--- src/hdl/b64d_pkg.sv ---
package b64d_pkg;

  // Result queue geometry
  localparam int RES_DEPTH = 4;
  localparam int PTR_W     = $clog2(RES_DEPTH);
  localparam int CNT_W     = $clog2(RES_DEPTH + 1);
  localparam int MAX_RES   = 3;

  // Characters with a meaning of their own
  localparam logic [7:0] CH_PAD = 8'h3D;  // '='
  localparam logic [7:0] CH_LF  = 8'h0A;
  localparam logic [7:0] CH_CR  = 8'h0D;
  localparam logic [7:0] CH_SP  = 8'h20;

  typedef struct packed {
    logic       ok;
    logic [5:0] val;
  } sextet_t;

  typedef struct packed {
    logic [7:0] data_byte;
    logic       has_byte;
    logic       bad_char;
    logic       message_end;
    logic       run_end;
  } result_t;

  // Results released by one item, slot 0 first
  typedef struct packed {
    logic [1:0]                num;
    result_t [MAX_RES-1:0]     slot;
  } group_t;

  function automatic sextet_t sextet_of(input logic [7:0] c);
    sextet_t s;
    s.ok  = 1'b1;
    s.val = 6'd0;
    if (c >= 8'h41 && c <= 8'h5A) begin
      s.val = 6'(c - 8'h41);
    end else if (c >= 8'h61 && c <= 8'h7A) begin
      s.val = 6'(c - 8'h61 + 8'd26);
    end else if (c >= 8'h30 && c <= 8'h39) begin
      s.val = 6'(c - 8'h30 + 8'd52);
    end else if (c == 8'h2B) begin
      s.val = 6'd62;
    end else if (c == 8'h2F) begin
      s.val = 6'd63;
    end else begin
      s.ok = 1'b0;
    end
    return s;
  endfunction

endpackage

--- src/hdl/b64d_ifs.sv ---
interface b64d_in_if;
  logic       valid;
  logic       ready;
  logic [7:0] symbol;
  logic       final_char;

  modport source(output valid, symbol, final_char, input ready);
  modport sink(input valid, symbol, final_char, output ready);
endinterface

interface b64d_out_if;
  logic       valid;
  logic       ready;
  logic [7:0] data_byte;
  logic       has_byte;
  logic       bad_char;
  logic       message_end;
  logic       run_end;

  modport source(output valid, data_byte, has_byte, bad_char, message_end, run_end,
                 input ready);
  modport sink(input valid, data_byte, has_byte, bad_char, message_end, run_end,
               output ready);
endinterface

--- src/hdl/b64d_decode.sv ---
module b64d_decode (
  input  logic              clk,
  input  logic              rst_n,
  b64d_in_if.sink           in_ch,
  input  logic              room,
  output b64d_pkg::group_t  grp
);
  import b64d_pkg::*;

  logic        in_valid_r;
  logic [7:0]  sym_r;
  logic        fin_r;
  logic [17:0] acc_r, acc_nxt;
  logic [1:0]  cnt_r, cnt_nxt;
  logic        drain_r, drain_nxt;
  logic        advance;
  logic        skip;
  sextet_t     sx;
  logic [23:0] w;
  group_t      g;

  // Release what the remainder still holds
  function automatic group_t flush_grp(input logic [17:0] acc, input logic [1:0] cnt);
    group_t f;
    f = '0;
    case (cnt)
      2'd2: begin
        f.num               = 2'd1;
        f.slot[0].data_byte = acc[11:4];
        f.slot[0].has_byte  = 1'b1;
      end
      2'd3: begin
        f.num               = 2'd2;
        f.slot[0].data_byte = acc[17:10];
        f.slot[0].has_byte  = 1'b1;
        f.slot[1].data_byte = acc[9:2];
        f.slot[1].has_byte  = 1'b1;
      end
      default: f.num = 2'd0;
    endcase
    return f;
  endfunction

  assign advance      = in_valid_r && room;
  assign in_ch.ready  = !in_valid_r || room;

  always_ff @(posedge clk) begin
    if (!rst_n) begin
      in_valid_r <= 1'b0;
    end else if (in_ch.ready) begin
      in_valid_r <= in_ch.valid;
    end
    if (in_ch.valid && in_ch.ready) begin
      sym_r <= in_ch.symbol;
      fin_r <= in_ch.final_char;
    end
  end

  always_comb begin
    sx        = sextet_of(sym_r);
    skip      = drain_r || sym_r == CH_LF || sym_r == CH_CR || sym_r == CH_SP;
    w         = {6'd0, acc_r} << 6 | {18'd0, sx.val};
    g         = '0;
    acc_nxt   = acc_r;
    cnt_nxt   = cnt_r;
    drain_nxt = drain_r;

    if (!skip) begin
      if (sym_r == CH_PAD) begin
        g         = flush_grp(acc_r, cnt_r);
        acc_nxt   = '0;
        cnt_nxt   = '0;
        drain_nxt = 1'b1;
      end else if (!sx.ok) begin
        g.num              = 2'd1;
        g.slot[0].bad_char = 1'b1;
        acc_nxt            = '0;
        cnt_nxt            = '0;
        drain_nxt          = 1'b1;
      end else if (cnt_r == 2'd3) begin
        g.num               = 2'd3;
        g.slot[0].data_byte = w[23:16];
        g.slot[1].data_byte = w[15:8];
        g.slot[2].data_byte = w[7:0];
        g.slot[0].has_byte  = 1'b1;
        g.slot[1].has_byte  = 1'b1;
        g.slot[2].has_byte  = 1'b1;
        acc_nxt             = '0;
        cnt_nxt             = '0;
      end else begin
        acc_nxt = w[17:0];
        cnt_nxt = cnt_r + 2'd1;
      end
    end

    if (fin_r) begin
      // A char that released something has already emptied the remainder
      if (g.num == 2'd0) begin
        g = flush_grp(acc_nxt, cnt_nxt);
      end
      if (g.num == 2'd0) begin
        g.num = 2'd1;  // empty end marker
      end
      acc_nxt   = '0;
      cnt_nxt   = '0;
      drain_nxt = 1'b0;
    end

    for (int i = 0; i < MAX_RES; i++) begin
      if (g.num != 2'd0 && 2'(i) == g.num - 2'd1) begin
        g.slot[i].run_end     = 1'b1;
        g.slot[i].message_end = fin_r;
      end
    end

    if (!advance) begin
      g.num = 2'd0;
    end
    grp = g;
  end

  always_ff @(posedge clk) begin
    if (!rst_n) begin
      acc_r   <= '0;
      cnt_r   <= '0;
      drain_r <= 1'b0;
    end else if (advance) begin
      acc_r   <= acc_nxt;
      cnt_r   <= cnt_nxt;
      drain_r <= drain_nxt;
    end
  end

  a_fin_clears: assert property (@(posedge clk) disable iff (!rst_n)
    advance && fin_r |=> cnt_r == 2'd0 && acc_r == 18'd0 && !drain_r)
    else $error("state not cleared after message end");

  a_drain_empty: assert property (@(posedge clk) disable iff (!rst_n)
    drain_r |-> cnt_r == 2'd0 && acc_r == 18'd0)
    else $error("values held while draining");

  a_fin_emits: assert property (@(posedge clk) disable iff (!rst_n)
    advance && fin_r |-> grp.num != 2'd0)
    else $error("final item released no result");

endmodule

--- src/hdl/b64d_res_queue.sv ---
module b64d_res_queue (
  input  logic              clk,
  input  logic              rst_n,
  input  b64d_pkg::group_t  grp,
  output logic              room,
  b64d_out_if.source        out_ch
);
  import b64d_pkg::*;

  result_t              mem [RES_DEPTH];
  logic [PTR_W-1:0]     wp_r, rp_r;
  logic [CNT_W-1:0]     cnt_r;
  logic                 pop;
  result_t              head;

  assign room = cnt_r <= CNT_W'(RES_DEPTH - MAX_RES);
  assign pop  = out_ch.valid && out_ch.ready;
  assign head = mem[rp_r];

  assign out_ch.valid       = cnt_r != '0;
  assign out_ch.data_byte   = head.data_byte;
  assign out_ch.has_byte    = head.has_byte;
  assign out_ch.bad_char    = head.bad_char;
  assign out_ch.message_end = head.message_end;
  assign out_ch.run_end     = head.run_end;

  always_ff @(posedge clk) begin
    for (int i = 0; i < MAX_RES; i++) begin
      if (2'(i) < grp.num) begin
        mem[wp_r + PTR_W'(i)] <= grp.slot[i];
      end
    end
  end

  always_ff @(posedge clk) begin
    if (!rst_n) begin
      wp_r  <= '0;
      rp_r  <= '0;
      cnt_r <= '0;
    end else begin
      wp_r  <= wp_r + PTR_W'(grp.num);
      rp_r  <= rp_r + PTR_W'(pop);
      cnt_r <= cnt_r + CNT_W'(grp.num) - CNT_W'(pop);
    end
  end

  a_no_overflow: assert property (@(posedge clk) disable iff (!rst_n)
    grp.num != 2'd0 |-> cnt_r <= CNT_W'(RES_DEPTH - MAX_RES))
    else $error("push without room");

  a_cnt_bound: assert property (@(posedge clk) disable iff (!rst_n)
    cnt_r <= CNT_W'(RES_DEPTH))
    else $error("queue count past depth");

  a_bad_no_byte: assert property (@(posedge clk) disable iff (!rst_n)
    out_ch.valid && out_ch.bad_char |-> !out_ch.has_byte && out_ch.run_end)
    else $error("error result carries a byte");

endmodule

--- src/hdl/base64_stream_decoder.sv ---
// Data path: a character taken into the input register is decoded combinationally and its
//   results are written into the result queue, whose head drives the output port.
// Throughput: one character per cycle while the queue has room for three results. A quad
//   that releases three bytes holds input off until the queue is back to one entry, even
//   with the output always ready.
// Reset (rst_n low, synchronous): queue emptied, accumulator, count and drain cleared.
module base64_stream_decoder (
  input  logic        clk,
  input  logic        rst_n,
  b64d_in_if.sink     in_ch,
  b64d_out_if.source  out_ch
);
  import b64d_pkg::*;

  group_t grp;   // results released by the item leaving the input register
  logic   room;  // queue can take a full three-byte transaction

  // Input register, sextet lookup, accumulator and pad/drain handling
  b64d_decode u_decode (
    .clk   (clk),
    .rst_n (rst_n),
    .in_ch (in_ch),
    .room  (room),
    .grp   (grp)
  );

  // Result queue: take up to three results per cycle, hand out one per transaction
  b64d_res_queue u_queue (
    .clk    (clk),
    .rst_n  (rst_n),
    .grp    (grp),
    .room   (room),
    .out_ch (out_ch)
  );

endmodule

--- src/flat_wrapper.sv ---
// flat-port wrapper written by rule: the top's interface ports become plain ports
module base64_stream_decoder_flat import b64d_pkg::*;
  (clk, rst_n, in_ch_valid, in_ch_symbol, in_ch_final_char, in_ch_ready, out_ch_valid, out_ch_data_byte, out_ch_has_byte, out_ch_bad_char, out_ch_message_end, out_ch_run_end, out_ch_ready);
  b64d_in_if in_ch_i ();
  b64d_out_if out_ch_i ();
  input  logic clk;
  input  logic rst_n;
  input wire logic [$bits(in_ch_i.valid)-1:0] in_ch_valid;
  input wire logic [$bits(in_ch_i.symbol)-1:0] in_ch_symbol;
  input wire logic [$bits(in_ch_i.final_char)-1:0] in_ch_final_char;
  output wire logic [$bits(in_ch_i.ready)-1:0] in_ch_ready;
  output wire logic [$bits(out_ch_i.valid)-1:0] out_ch_valid;
  output wire logic [$bits(out_ch_i.data_byte)-1:0] out_ch_data_byte;
  output wire logic [$bits(out_ch_i.has_byte)-1:0] out_ch_has_byte;
  output wire logic [$bits(out_ch_i.bad_char)-1:0] out_ch_bad_char;
  output wire logic [$bits(out_ch_i.message_end)-1:0] out_ch_message_end;
  output wire logic [$bits(out_ch_i.run_end)-1:0] out_ch_run_end;
  input wire logic [$bits(out_ch_i.ready)-1:0] out_ch_ready;
  assign in_ch_i.valid = in_ch_valid;
  assign in_ch_i.symbol = in_ch_symbol;
  assign in_ch_i.final_char = in_ch_final_char;
  assign in_ch_ready = in_ch_i.ready;
  assign out_ch_valid = out_ch_i.valid;
  assign out_ch_data_byte = out_ch_i.data_byte;
  assign out_ch_has_byte = out_ch_i.has_byte;
  assign out_ch_bad_char = out_ch_i.bad_char;
  assign out_ch_message_end = out_ch_i.message_end;
  assign out_ch_run_end = out_ch_i.run_end;
  assign out_ch_i.ready = out_ch_ready;
  base64_stream_decoder u_core (.clk(clk), .rst_n(rst_n), .in_ch(in_ch_i), .out_ch(out_ch_i));
endmodule
--- config.mk ---
export PLATFORM = sky130hd
export DESIGN_NAME = base64_stream_decoder_flat
export DESIGN_NICKNAME = d
export VERILOG_FILES = /design/src/hdl/b64d_pkg.sv /design/src/hdl/b64d_ifs.sv /design/src/hdl/b64d_decode.sv /design/src/hdl/b64d_res_queue.sv /design/src/hdl/base64_stream_decoder.sv /design/src/flat_wrapper.sv
export SDC_FILE = /design/constraint.sdc
export NUM_CORES = 1
export LEC_CHECK = 0
export BUFFER_PORTS_ARGS = -buffer_cell sky130_fd_sc_hd__buf_2
export CORE_ASPECT_RATIO = 1.5
export CORE_MARGIN = 1
export CORE_UTILIZATION = 62
export DETAILED_ROUTE_END_ITERATION = 16
export PLACE_DENSITY = 0.83
export SYNTH_ARGS = -nofsm -noshare
export SYNTH_HDL_FRONTEND = slang
export SYNTH_SLANG_ARGS = --single-unit
--- constraint.sdc ---
create_clock -name clk -period 4.6 [get_ports clk]
set_input_delay 0.92 -clock clk [delete_from_list [all_inputs] [get_ports clk]]
set_output_delay 0.92 -clock clk [all_outputs]
set_load 0.005 [all_outputs]
==> summary.txt, run 1 <==
maxcap violations - 0
GRT Residual Overflow - 0
Post-synth EDFFs - 53
Port Buf Inserts - 26
Clock Power Share - 31.6%
Synth Flop Type - edfxtp_1
clk root buf - clkbuf_16
Max Slew Vio Count - 0
class of the worst hold path - reg -> reg
row count - 42
Least-Margin Pin Slew - 1010 ps
period utilization - 91.9%
Cell variety after synth - 83
Post-Syn Instances - 579
register area share after synthesis - 39.0%
Worst slew margin - 32.3%
Total GRT Usage - 36.4%
first-pass GRT wire length - 26,200 µm
CP Capture Type - flip-flop
DRC - 0
Reg power frac - 43.1%
1st-iter DRT viols - 725
outcome - complete, no violations
CTS Hold Bufs - 0
internal power - 1.56 mW
vias - 5,284
non-filler cells, final - 720
die area - 0.00972 mm²
Detail Route Antenna Nets - 0
switching share of power - 30.6%
DRT Wirelength - 16,800 µm
cell leakage power - 2.17 nW
power share of the combinational group - 25.3%
Slowest Stage Delay on Critical Path - 580 ps
Filler Cell Count - 680
layout cells sized above 1 - 15.2%
Worst EP arrival - 4470 ps
GP Congestion - 1.07
placed inst area - 0.00601 mm²
syn_nets - 612
initial antenna violation count - 0
Setup-failing EPs final - 0
H-tree levels - 3
#FFs+latches synth - 86
Worst path slowest cell - edfxtp_1
final instance area - 0.00630 mm²
final hold viol count - 0
RSZ-0062 raised after global routing - false
Skew-Pair Late Insertion Delay - 350 ps
Max IR drop VDD - 0.288 mV
Final TNS setup - 0 ps
reg2reg setup slack - 370 ps
IO Count - 27
CTS max path bufs - 2
Max Fclk - 237 MHz
Worst Setup Start Kind - flip-flop
pwr dens - 357 mW/mm²
Cell Area, Synth - 0.00578 mm²
number of clock sinks - 86
die height - 120 µm
hold_ws - 481 ps
Async S/R FF share, synth - 0%
Cell Chain, Critical Path - inv_1 > ha_1 > a22oi_1 > o21ai_1 > a211oi_1 > o21ai_4 > o31ai_4 > o31a_1 > nor2_1 > inv_1 > ha_1 > inv_1 > ha_1 > fa_1 > xnor2_1 > xnor2_1 > and2_1
CP required - 4840 ps
sw power - 0.689 mW
Setup Skew - 7.52 ps
antenna cell count - 0
Via density - 7.34
CTS tree - built
Core ar. - 0.00893 mm²
critical path class - reg -> reg
Ys Warns - 0
clock slew at reported path FFs - 60 ps
post-cts repair resize count - 0
area delta synth->final - 9.03%
Starting Density - 64.7%
WL per Instance - 23.3 µm
number of global-route vias before repair - 5,043
TritonCTS Buffers - 9
Syn Area/Cell - 9.98 µm²
DR pass1 iterations - 7
postcts setup bufs - 0
maximum number of pins on one net before global-route repair - 17
fin nets - 638
minimum clock period - 4230 ps
Placed Instances - 704
DIE WIDTH - 80.8 µm
DP HPWL - 12,900 µm
CP Max Fanout - 12
==> flip-flops by register name, summed over array words and instances (netlist names) <==
register,flops
u_core.u_decode.acc_r,18
u_core.u_decode.cnt_r,2
u_core.u_decode.drain_r,1
u_core.u_decode.fin_r,1
u_core.u_decode.in_valid_r,1
u_core.u_decode.sym_r,8
u_core.u_queue.cnt_r,3
u_core.u_queue.mem,48
u_core.u_queue.rp_r,2
u_core.u_queue.wp_r,2
==> Yosys cell counts, drive strengths merged, types with 5 or more instances <==
library cell  number  area (µm²)
inv               22        82.6
mux2i              5        62.6
a21oi             23         126
a22oi             29         218
o211ai             8        73.8
a221o              8        80.1
nand3             19         100
a211oi             5        37.5
nor2              56         215
a22o              24         210
nor2b             10        62.6
mux4              12         270
nand2             40         150
o221ai            14         123
ha                19         238
nor3              18         100
edfxtp            53        1590
o22ai              8        56.3
and2              15        93.8
or2                5        31.3
dfxtp             33         661
a2bb2oi            9        78.8
buf               18         120
o21ai             31         170
nand2b             8        50.1
clkbuf             8        30.0
xnor2              7        61.3
o31ai              5        56.3
==> final cells by class <==
class / count / area [µm²] / area share (%)
Clock buffer: 10 / 229 / 3.63
Clock inverter: 6 / 62.6 / 0.993
Inverter: 22 / 82.6 / 1.31
Multi-Input combinational cell: 445 / 3290 / 52.3
Sequential cell: 86 / 2250 / 35.7
Tap cell: 110 / 138 / 2.18
Timing Repair Buffer: 41 / 243 / 3.85
==> placed cells by master, fill, tap and decap left out, types with 5 or more instances in the layout <==
master	synthesis	layout
o22ai_1	7	7
edfxtp_1	53	53
inv_1	20	20
dfxtp_1	33	33
ha_1	19	19
o21ai_0	16	16
nand3_1	18	18
nor3_1	16	16
o21ai_1	13	13
buf_2	9	26
mux4_2	12	12
and2_1	15	15
nor2_1	54	54
a221o_1	8	8
nand2b_1	8	8
buf_4	3	15
xnor2_1	7	7
a21oi_1	20	20
clkbuf_16	0	9
a22oi_1	29	29
nand2_1	40	40
nor2b_1	10	10
a2bb2oi_1	9	9
o221ai_1	14	14
a22o_1	24	24
o211ai_1	7	7
a211oi_1	5	5
==> through the flow <==
step,worst slack [ps],utilization (%),total power [mW]
5_1_grt,124,70.5,2.34
6_report,373,70.5,2.25
3_3_place_gp,563,67.3,1.53
4_1_cts,382,70.5,2.25
3_5_place_dp,396,67.3,1.55
2_1_floorplan,715,-,1.38
==> power by group through the flow <==
stage	Clock, mW	Combinational, mW	Sequential, mW
3_5_place_dp	0	0.563	0.987
6_report	0.711	0.569	0.970
2_1_floorplan	0	0.443	0.935
4_1_cts	0.711	0.567	0.971
3_3_place_gp	0	0.547	0.980
5_1_grt	0.737	0.625	0.983
==> final timing paths <==
| kind | start | endpoint | depth (start not counted) |
|---|---|---|---|
| worst max-delay path | u_core.u_decode.sym_r[2] | u_core.u_queue.cnt_r[2] | 17 |
| worst min-delay path | u_core.u_queue.mem[1][2] | u_core.u_queue.mem[1][2] | 2 |
| worst max register to register | u_core.u_decode.sym_r[2] | u_core.u_queue.cnt_r[2] | 17 |
| worst min register to register | u_core.u_queue.mem[1][2] | u_core.u_queue.mem[1][2] | 2 |
==> cell families (layout without fill, tap and decap cells) <==
group,Yosys count,count (layout),synth area share (%)
multiplexers,17,17,5.76
buffers and inverters,48,79,4.03
adder cells (fa/ha/maj),20,20,4.46
AND/OR/NAND/NOR,191,191,17.2
AO/OA/AOI/OAI,209,209,28.4
XOR/XNOR,8,8,1.21
flip-flops,86,86,39.0
==> routing by layer <==
layer  wire [µm]  global-route usage (%)  vias up  share of wire (%)
li1            -                       -     2334                  -
met1        5670                    39.4     2435                 34
met2        8400                    61.6      397                 50
met3        1400                    6.42      118                8.3
met4        1290                    27.5        0                7.7
met5           0                       0        -                  0
==> critical path, delay by kind of cell, from the launching register on <==
kind | cells | cell delay, ps
AO/OA/AOI/OAI | 6 | 1700
adder cells (fa/ha/maj) | 4 | 1010
flip-flops | 1 | 580
buffers and inverters | 3 | 320
XOR/XNOR | 2 | 280
AND/OR/NAND/NOR | 2 | 230
(Power assumes the default switching activity.)
==> run 2, diff against run 1 <==
--- a/config.mk
+++ b/config.mk
@@ -10,7 +10,7 @@
 export CORE_MARGIN = 1
 export CORE_UTILIZATION = 62
 export DETAILED_ROUTE_END_ITERATION = 16
-export PLACE_DENSITY = 0.83
+export PLACE_DENSITY = 0.91
 export SYNTH_ARGS = -nofsm -noshare
 export SYNTH_HDL_FRONTEND = slang
 export SYNTH_SLANG_ARGS = --single-unit
==> run 2 against run 1 <==
Sequential share of layout area about the same; combinational power increased by 2%; via count increased by 1.4%; hold slack improved by 40 ps; clock skew decreased by 1.9 ps; critical path type unchanged.
==> summary.txt, run 2 (synthesis results as in run 1) <==
outcome - complete, no violations (unchanged)
layout cells sized above 1 - 15.5% (was 15.2%)
number of global-route vias before repair - 5,232 (was 5,043)
first-pass GRT wire length - 27,900 µm (was 26,200 µm)
placed inst area - 0.00602 mm² (was 0.00601 mm²)
Max IR drop VDD - 0.252 mV (was 0.288 mV)
Total GRT Usage - 38.9% (was 36.4%)
Max Slew Vio Count - 0 (unchanged)
dpl ws - 462 ps (was 396 ps)
GR met1 Demand/Resource - 40.7% (was 39.4%)
CP Capture Type - flip-flop (unchanged)
final instance area - 0.00629 mm² (was 0.00630 mm²)
vias - 5,358 (was 5,284)
CP Max Fanout - 15 (was 12)
class of the worst hold path - reg -> reg (unchanged)
Slowest Stage Delay on Critical Path - 700 ps (was 580 ps)
RR Endpoint - u_core.u_queue.cnt_r[2] (unchanged)
Worst Setup Start Kind - flip-flop (unchanged)
Starting Density - 64.7% (unchanged)
biggest regs - u_core.u_queue.mem: 48 flops, u_core.u_decode.acc_r: 18 flops, u_core.u_decode.sym_r: 8 flops (unchanged)
commonest non-fill, non-tap cell in the layout - nor2_1 (unchanged)
crit-path leading delay family - compound AO/OA/AOI/OAI gates (unchanged)
Port Buf Inserts - 26 (unchanged)
Buf+Inv Stages, Crit Path - 2 (was 3)
fin nets - 640 (was 638)
max FFs per register - 48 (unchanged)
FF-to-FF Start - u_core.u_decode.sym_r[2] (unchanged)
pwr dens - 352 mW/mm² (was 357 mW/mm²)
met2 usage - 66.5% (was 61.6%)
1st-iter DRT viols - 841 (was 725)
final hold viol count - 0 (unchanged)
Placed Instances - 706 (was 704)
Final TNS setup - 0 ps (unchanged)
IO Count - 27 (unchanged)
Hold Startpoint - u_core.u_queue.mem[1][2] (unchanged)
Skew-Pair Late Insertion Delay - 340 ps (was 350 ps)
hold-critical path depth - 2 (unchanged)
Top Usage Layer GRT - met2 (unchanged)
reg2reg path depth - 13 (was 17)
initial antenna violation count - 0 (unchanged)
cell leakage power - 2.17 nW (about the same)
clk root buf - clkbuf_16 (unchanged)
post-cts repair resize count - 0 (unchanged)
maximum number of pins on one net before global-route repair - 17 (unchanged)
antenna cell count - 0 (unchanged)
CTS max path bufs - 2 (unchanged)
Worst Hold End - u_core.u_queue.mem[1][2] (unchanged)
register name with the most flops - u_core.u_queue.mem (unchanged)
postcts setup bufs - 0 (unchanged)
GRT Residual Overflow - 0 (unchanged)
RSZ-0062 raised after global routing - false (unchanged)
minimum clock period - 4220 ps (was 4230 ps)
die area - 0.00972 mm² (unchanged)
Cell Chain, Critical Path - inv_1 > ha_1 > nor2b_1 > o22ai_2 > a21oi_2 > a311oi_4 > o21ai_0 > ha_1 > inv_1 > fa_1 > xnor2_1 > xnor2_1 > and2_1 (was inv_1 > ha_1 > a22oi_1 > o21ai_1 > a211oi_1 > o21ai_4 > o31ai_4 > o31a_1 > nor2_1 > inv_1 > ha_1 > inv_1 > ha_1 > fa_1 > xnor2_1 > xnor2_1 > and2_1)
Worst EP arrival - 4470 ps (about the same)
maxcap violations - 0 (unchanged)
H-tree levels - 3 (unchanged)
reg2reg setup slack - 380 ps (was 370 ps)
crit path from - u_core.u_decode.sym_r[2] (unchanged)
CTS Hold Bufs - 0 (unchanged)
period utilization - 91.8% (was 91.9%)
TritonCTS Buffers - 9 (unchanged)
M3 GR Usage - 7.92% (was 6.42%)
Least-Margin Pin Slew - 915 ps (was 1010 ps)
commonest non-fill, non-tap cells in the layout - nor2_1 (54), edfxtp_1 (53), nand2_1 (40), dfxtp_1 (33), a22oi_1 (29) (unchanged)
WL per Instance - 24.7 µm (was 23.3 µm)
DP HPWL - 13,400 µm (was 12,900 µm)
die height - 120 µm (unchanged)
GP Congestion - 1.05 (was 1.07)
row count - 42 (unchanged)
Via density - 7.42 (was 7.34)
number of clock sinks - 86 (unchanged)
Core ar. - 0.00893 mm² (unchanged)
Util after Layout - 70.5% (about the same)
Worst path slowest cell - a311oi_4 (was edfxtp_1)
clock slew at reported path FFs - 60 ps (about the same)
CTS tree - built (unchanged)
PnR worst setup slack - 376 ps (was 373 ps)
area delta synth->final - 8.92% (was 9.03%)
Detail Route Antenna Nets - 0 (unchanged)
DRT Wirelength - 17,800 µm (was 16,800 µm)
DR pass1 iterations - 6 (was 7)
Max Fclk - 237 MHz (about the same)
DRC - 0 (unchanged)
Worst slew margin - 38.7% (was 32.3%)
non-filler cells, final - 722 (was 720)
CP required - 4840 ps (about the same)
Setup Skew - 5.66 ps (was 7.52 ps)
DIE WIDTH - 80.8 µm (unchanged)
critical path class - reg -> reg (unchanged)
Setup-failing EPs final - 0 (unchanged)
## run 2: per-layer routing
layer | share of wire (%) | routed length, µm | vias up
li1 | - | - | 2341
met1 | 33 | 5950 | 2465
met2 | 51 | 9040 | 418
met3 | 7.7 | 1380 | 134
met4 | 8.2 | 1460 | 0
met5 | 0 | 0 | -
## run 2: metrics by stage
stage          hold slack (ps)  total power [mW]
2_1_floorplan              432              1.38
3_3_place_gp               453              1.53
3_5_place_dp               511              1.56
4_1_cts                    512              2.21
5_1_grt                    535              2.31
6_report                   521              2.22
## run 2: where the power goes
group          switching (mW)  internal (mW)
sequential             0.0861          0.886
combinational           0.322          0.258
clock                   0.289          0.378
total                   0.696           1.52
## run 2: worst register-to-register path: cells and delay by family (launching register included)
| kind | cells | cell delay, ps |
|---|---|---|
| AOI/OAI and AO/OA | 4 | 1600 |
| adders and majority gates | 3 | 1110 |
| DFF | 1 | 570 |
| and+or+nand+nor | 2 | 330 |
| xor gates and xnor gates | 2 | 270 |
| buffers and inverters | 2 | 250 |
## run 2: worst max-delay path by stage
| stage | endpoint | cells past startpoint |
|---|---|---|
| after floorplan | u_core.u_queue.cnt_r[2] | 20 |
| after global placement | u_core.u_queue.cnt_r[2] | 17 |
| after detailed placement | u_core.u_queue.cnt_r[2] | 17 |
| after CTS | u_core.u_queue.cnt_r[2] | 17 |
| after global routing | u_core.u_queue.cnt_r[2] | 13 |
| final | u_core.u_queue.cnt_r[2] | 13 |
## run 2: area by class of cell
cell class              instances  area [µm²]
fillers                       680        2640
repair buffers                 43         258
inverters                      22        82.6
well taps                     110         138
clock inverters                 4        23.8
clock buffers                  12         246
flip-flops and latches         86        2250
multi-input cells             445        3290
==> run 3, diff against run 2 <==
--- a/config.mk
+++ b/config.mk
@@ -8,9 +8,10 @@
 export BUFFER_PORTS_ARGS = -buffer_cell sky130_fd_sc_hd__buf_2
 export CORE_ASPECT_RATIO = 1.5
 export CORE_MARGIN = 1
-export CORE_UTILIZATION = 62
+export CORE_UTILIZATION = 64
+export CTS_BUF_LIST = sky130_fd_sc_hd__clkbuf_8
 export DETAILED_ROUTE_END_ITERATION = 16
-export PLACE_DENSITY = 0.91
+export PLACE_DENSITY = 0.94
 export SYNTH_ARGS = -nofsm -noshare
 export SYNTH_HDL_FRONTEND = slang
 export SYNTH_SLANG_ARGS = --single-unit
==> run 3 against run 2 <==
The run now ends with design-rule violations left; wire length rose by 1.1%; cell area fell by 1.8%; combinational power barely moved.
==> summary.txt, run 3 (synthesis results as in run 1) <==
initial antenna violation count - 0 (unchanged)
number of global-route vias before repair - 5,311 (was 5,232)
critical path class - reg -> reg (unchanged)
RSZ-0062 raised after global routing - false (unchanged)
RR Endpoint - u_core.u_queue.mem[1][3] (was u_core.u_queue.cnt_r[2])
Detail Route Antenna Nets - 0 (unchanged)
DIE WIDTH - 79.6 µm (was 80.8 µm)
max FFs per register - 48 (unchanged)
row count - 42 (unchanged)
Starting Density - 65.9% (was 64.7%)
antenna cell count - 0 (unchanged)
register name with the most flops - u_core.u_queue.mem (unchanged)
GRT Residual Overflow - 0 (unchanged)
maxcap violations - 0 (unchanged)
Worst Setup Start Kind - flip-flop (unchanged)
WL per Instance - 25.0 µm (was 24.7 µm)
Max IR drop VDD - 0.225 mV (was 0.252 mV)
minimum clock period - 4310 ps (was 4220 ps)
fin nets - 638 (was 640)
Via density - 7.57 (was 7.42)
Total GRT Usage - 40.6% (was 38.9%)
die height - 118 µm (was 120 µm)
commonest non-fill, non-tap cell in the layout - nor2_1 (unchanged)
crit path from - u_core.u_decode.sym_r[2] (unchanged)
clk root buf - clkbuf_8 (was clkbuf_16)
DRT Wirelength - 18,000 µm (was 17,800 µm)
IO Count - 27 (unchanged)
CP Max Fanout - 15 (unchanged)
class of the worst hold path - reg -> reg (unchanged)
die area - 0.00942 mm² (was 0.00972 mm²)
postcts setup bufs - 0 (unchanged)
CTS max path bufs - 2 (unchanged)
Port Buf Inserts - 26 (unchanged)
reg2reg setup slack - 290 ps (was 380 ps)
Setup Skew - 11.2 ps (was 5.66 ps)
number of clock sinks - 86 (unchanged)
post-cts repair resize count - 0 (unchanged)
CTS Hold Bufs - 0 (unchanged)
cell leakage power - 2.13 nW (was 2.17 nW)
CP required - 4670 ps (was 4840 ps)
clock slew at reported path FFs - 80 ps (was 60 ps)
first-pass GRT wire length - 28,300 µm (was 27,900 µm)
maximum number of pins on one net before global-route repair - 17 (unchanged)
CP Capture Point - u_core.u_queue.mem[1][3] (was u_core.u_queue.cnt_r[2])
CP Capture Type - flip-flop (unchanged)
hold_ws - 480 ps (was 521 ps)
Skew-Pair Late Insertion Delay - 380 ps (was 340 ps)
FF-to-FF Start - u_core.u_decode.sym_r[2] (unchanged)
DR pass1 iterations - 13 (was 6)
TritonCTS Buffers - 9 (unchanged)
period utilization - 93.7% (was 91.8%)
Setup-failing EPs final - 0 (unchanged)
Least-Margin Pin Slew - 1020 ps (was 915 ps)
Worst EP arrival - 4380 ps (was 4470 ps)
Max Slew Vio Count - 0 (unchanged)
final hold viol count - 0 (unchanged)
pwr dens - 329 mW/mm² (was 352 mW/mm²)
Core ar. - 0.00878 mm² (was 0.00893 mm²)
violated checks - design-rule violations
DP HPWL - 13,500 µm (was 13,400 µm)
Final TNS setup - 0 ps (unchanged)
H-tree levels - 3 (unchanged)
CTS tree - built (unchanged)
Max Fclk - 232 MHz (was 237 MHz)
reg2reg path depth - 11 (was 13)
1st-iter DRT viols - 865 (was 841)
outcome - finished, violations left (was complete, no violations)
DRC - 2 (was 0)
layout cells sized above 1 - 15.2% (was 15.5%)
vias - 5,450 (was 5,358)
area delta synth->final - 6.93% (was 8.92%)
GP Congestion - 1.04 (was 1.05)
commonest non-fill, non-tap cells in the layout - nor2_1 (54), edfxtp_1 (53), nand2_1 (40), dfxtp_1 (33), a22oi_1 (29) (unchanged)
Worst slew margin - 31.8% (was 38.7%)
biggest regs - u_core.u_queue.mem: 48 flops, u_core.u_decode.acc_r: 18 flops, u_core.u_decode.sym_r: 8 flops (unchanged)
-- run 3: cell count changes in the layout (fill, tap and decap cells not counted) --
cell,previous run,this run
clkinvlp_4,2,1
clkinv_1,1,0
clkbuf_1,2,0
buf_4,17,15
inv_6,0,1
inv_1,20,23
clkbuf_8,1,10
clkbuf_16,9,0
-- run 3: critical path, cell delays in order (launching register included) --
cell and delay (ps):
edfxtp_1 590, inv_1 190, ha_1 310, nor2b_1 170
o22ai_2 320, a21oi_2 180, a311oi_4 710, nor3_1 240
nor2_2 490, nand2b_1 360, nand3_1 190, buf_4 240
-- run 3: final cells by class --
cell class	instances	area, µm²
sequential	86	2250
inverter	22	82.6
multi-input combinational	445	3290
timing repair buffer	41	243
tap	110	138
clock buffer	10	138
fill	633	2600
clock inverter	6	32.5
-- run 3: routing by layer --
metal / up-vias / track usage (%) / part of all wire [%]
li1: 2335 / - / -
met2: 466 / 68.1 / 49
met3: 173 / 10.3 / 9.7
met4: 0 / 29.5 / 9.0
met1: 2476 / 42.8 / 32
met5: - / 0 / 0
-- run 3: per-stage QoR --
stage / total power [mW] / util, % / cells / worst slack [ps] / area [µm²]
final: 2.03 / 70.4 / 720 / 290 / 6180
after global placement: 1.53 / 68.5 / 704 / 578 / 6010
after floorplan: 1.38 / - / 579 / 715 / 5780
after CTS: 2.02 / 70.4 / 720 / 442 / 6180
after global routing: 2.13 / 70.4 / 720 / 101 / 6180
after detailed placement: 1.56 / 68.5 / 704 / 490 / 6010
-- run 3: where the power goes --
| part | leakage (nW) | switching (mW) | total (mW) | internal, mW |
|---|---|---|---|---|
| clock network | 0.0965 | 0.277 | 0.483 | 0.206 |
| logic | 1.26 | 0.322 | 0.580 | 0.258 |
| registers | 0.774 | 0.0855 | 0.970 | 0.884 |
| total | 2.13 | 0.684 | 2.03 | 1.35 |
-- run 3: worst min-delay path by stage --
| stage | startpoint | end | slack [ps] | cells after the start |
|---|---|---|---|---|
| floorplan | u_core.u_queue.mem[1][2] | u_core.u_queue.mem[1][2] | 430 | 2 |
| global placement | u_core.u_queue.mem[1][2] | u_core.u_queue.mem[1][2] | 440 | 2 |
| detailed placement | u_core.u_queue.mem[1][2] | u_core.u_queue.mem[1][2] | 490 | 2 |
| CTS | u_core.u_queue.mem[1][2] | u_core.u_queue.mem[1][2] | 480 | 2 |
| global route | u_core.u_queue.mem[1][2] | u_core.u_queue.mem[1][2] | 530 | 2 |
| finish | u_core.u_queue.mem[1][2] | u_core.u_queue.mem[1][2] | 480 | 2 |
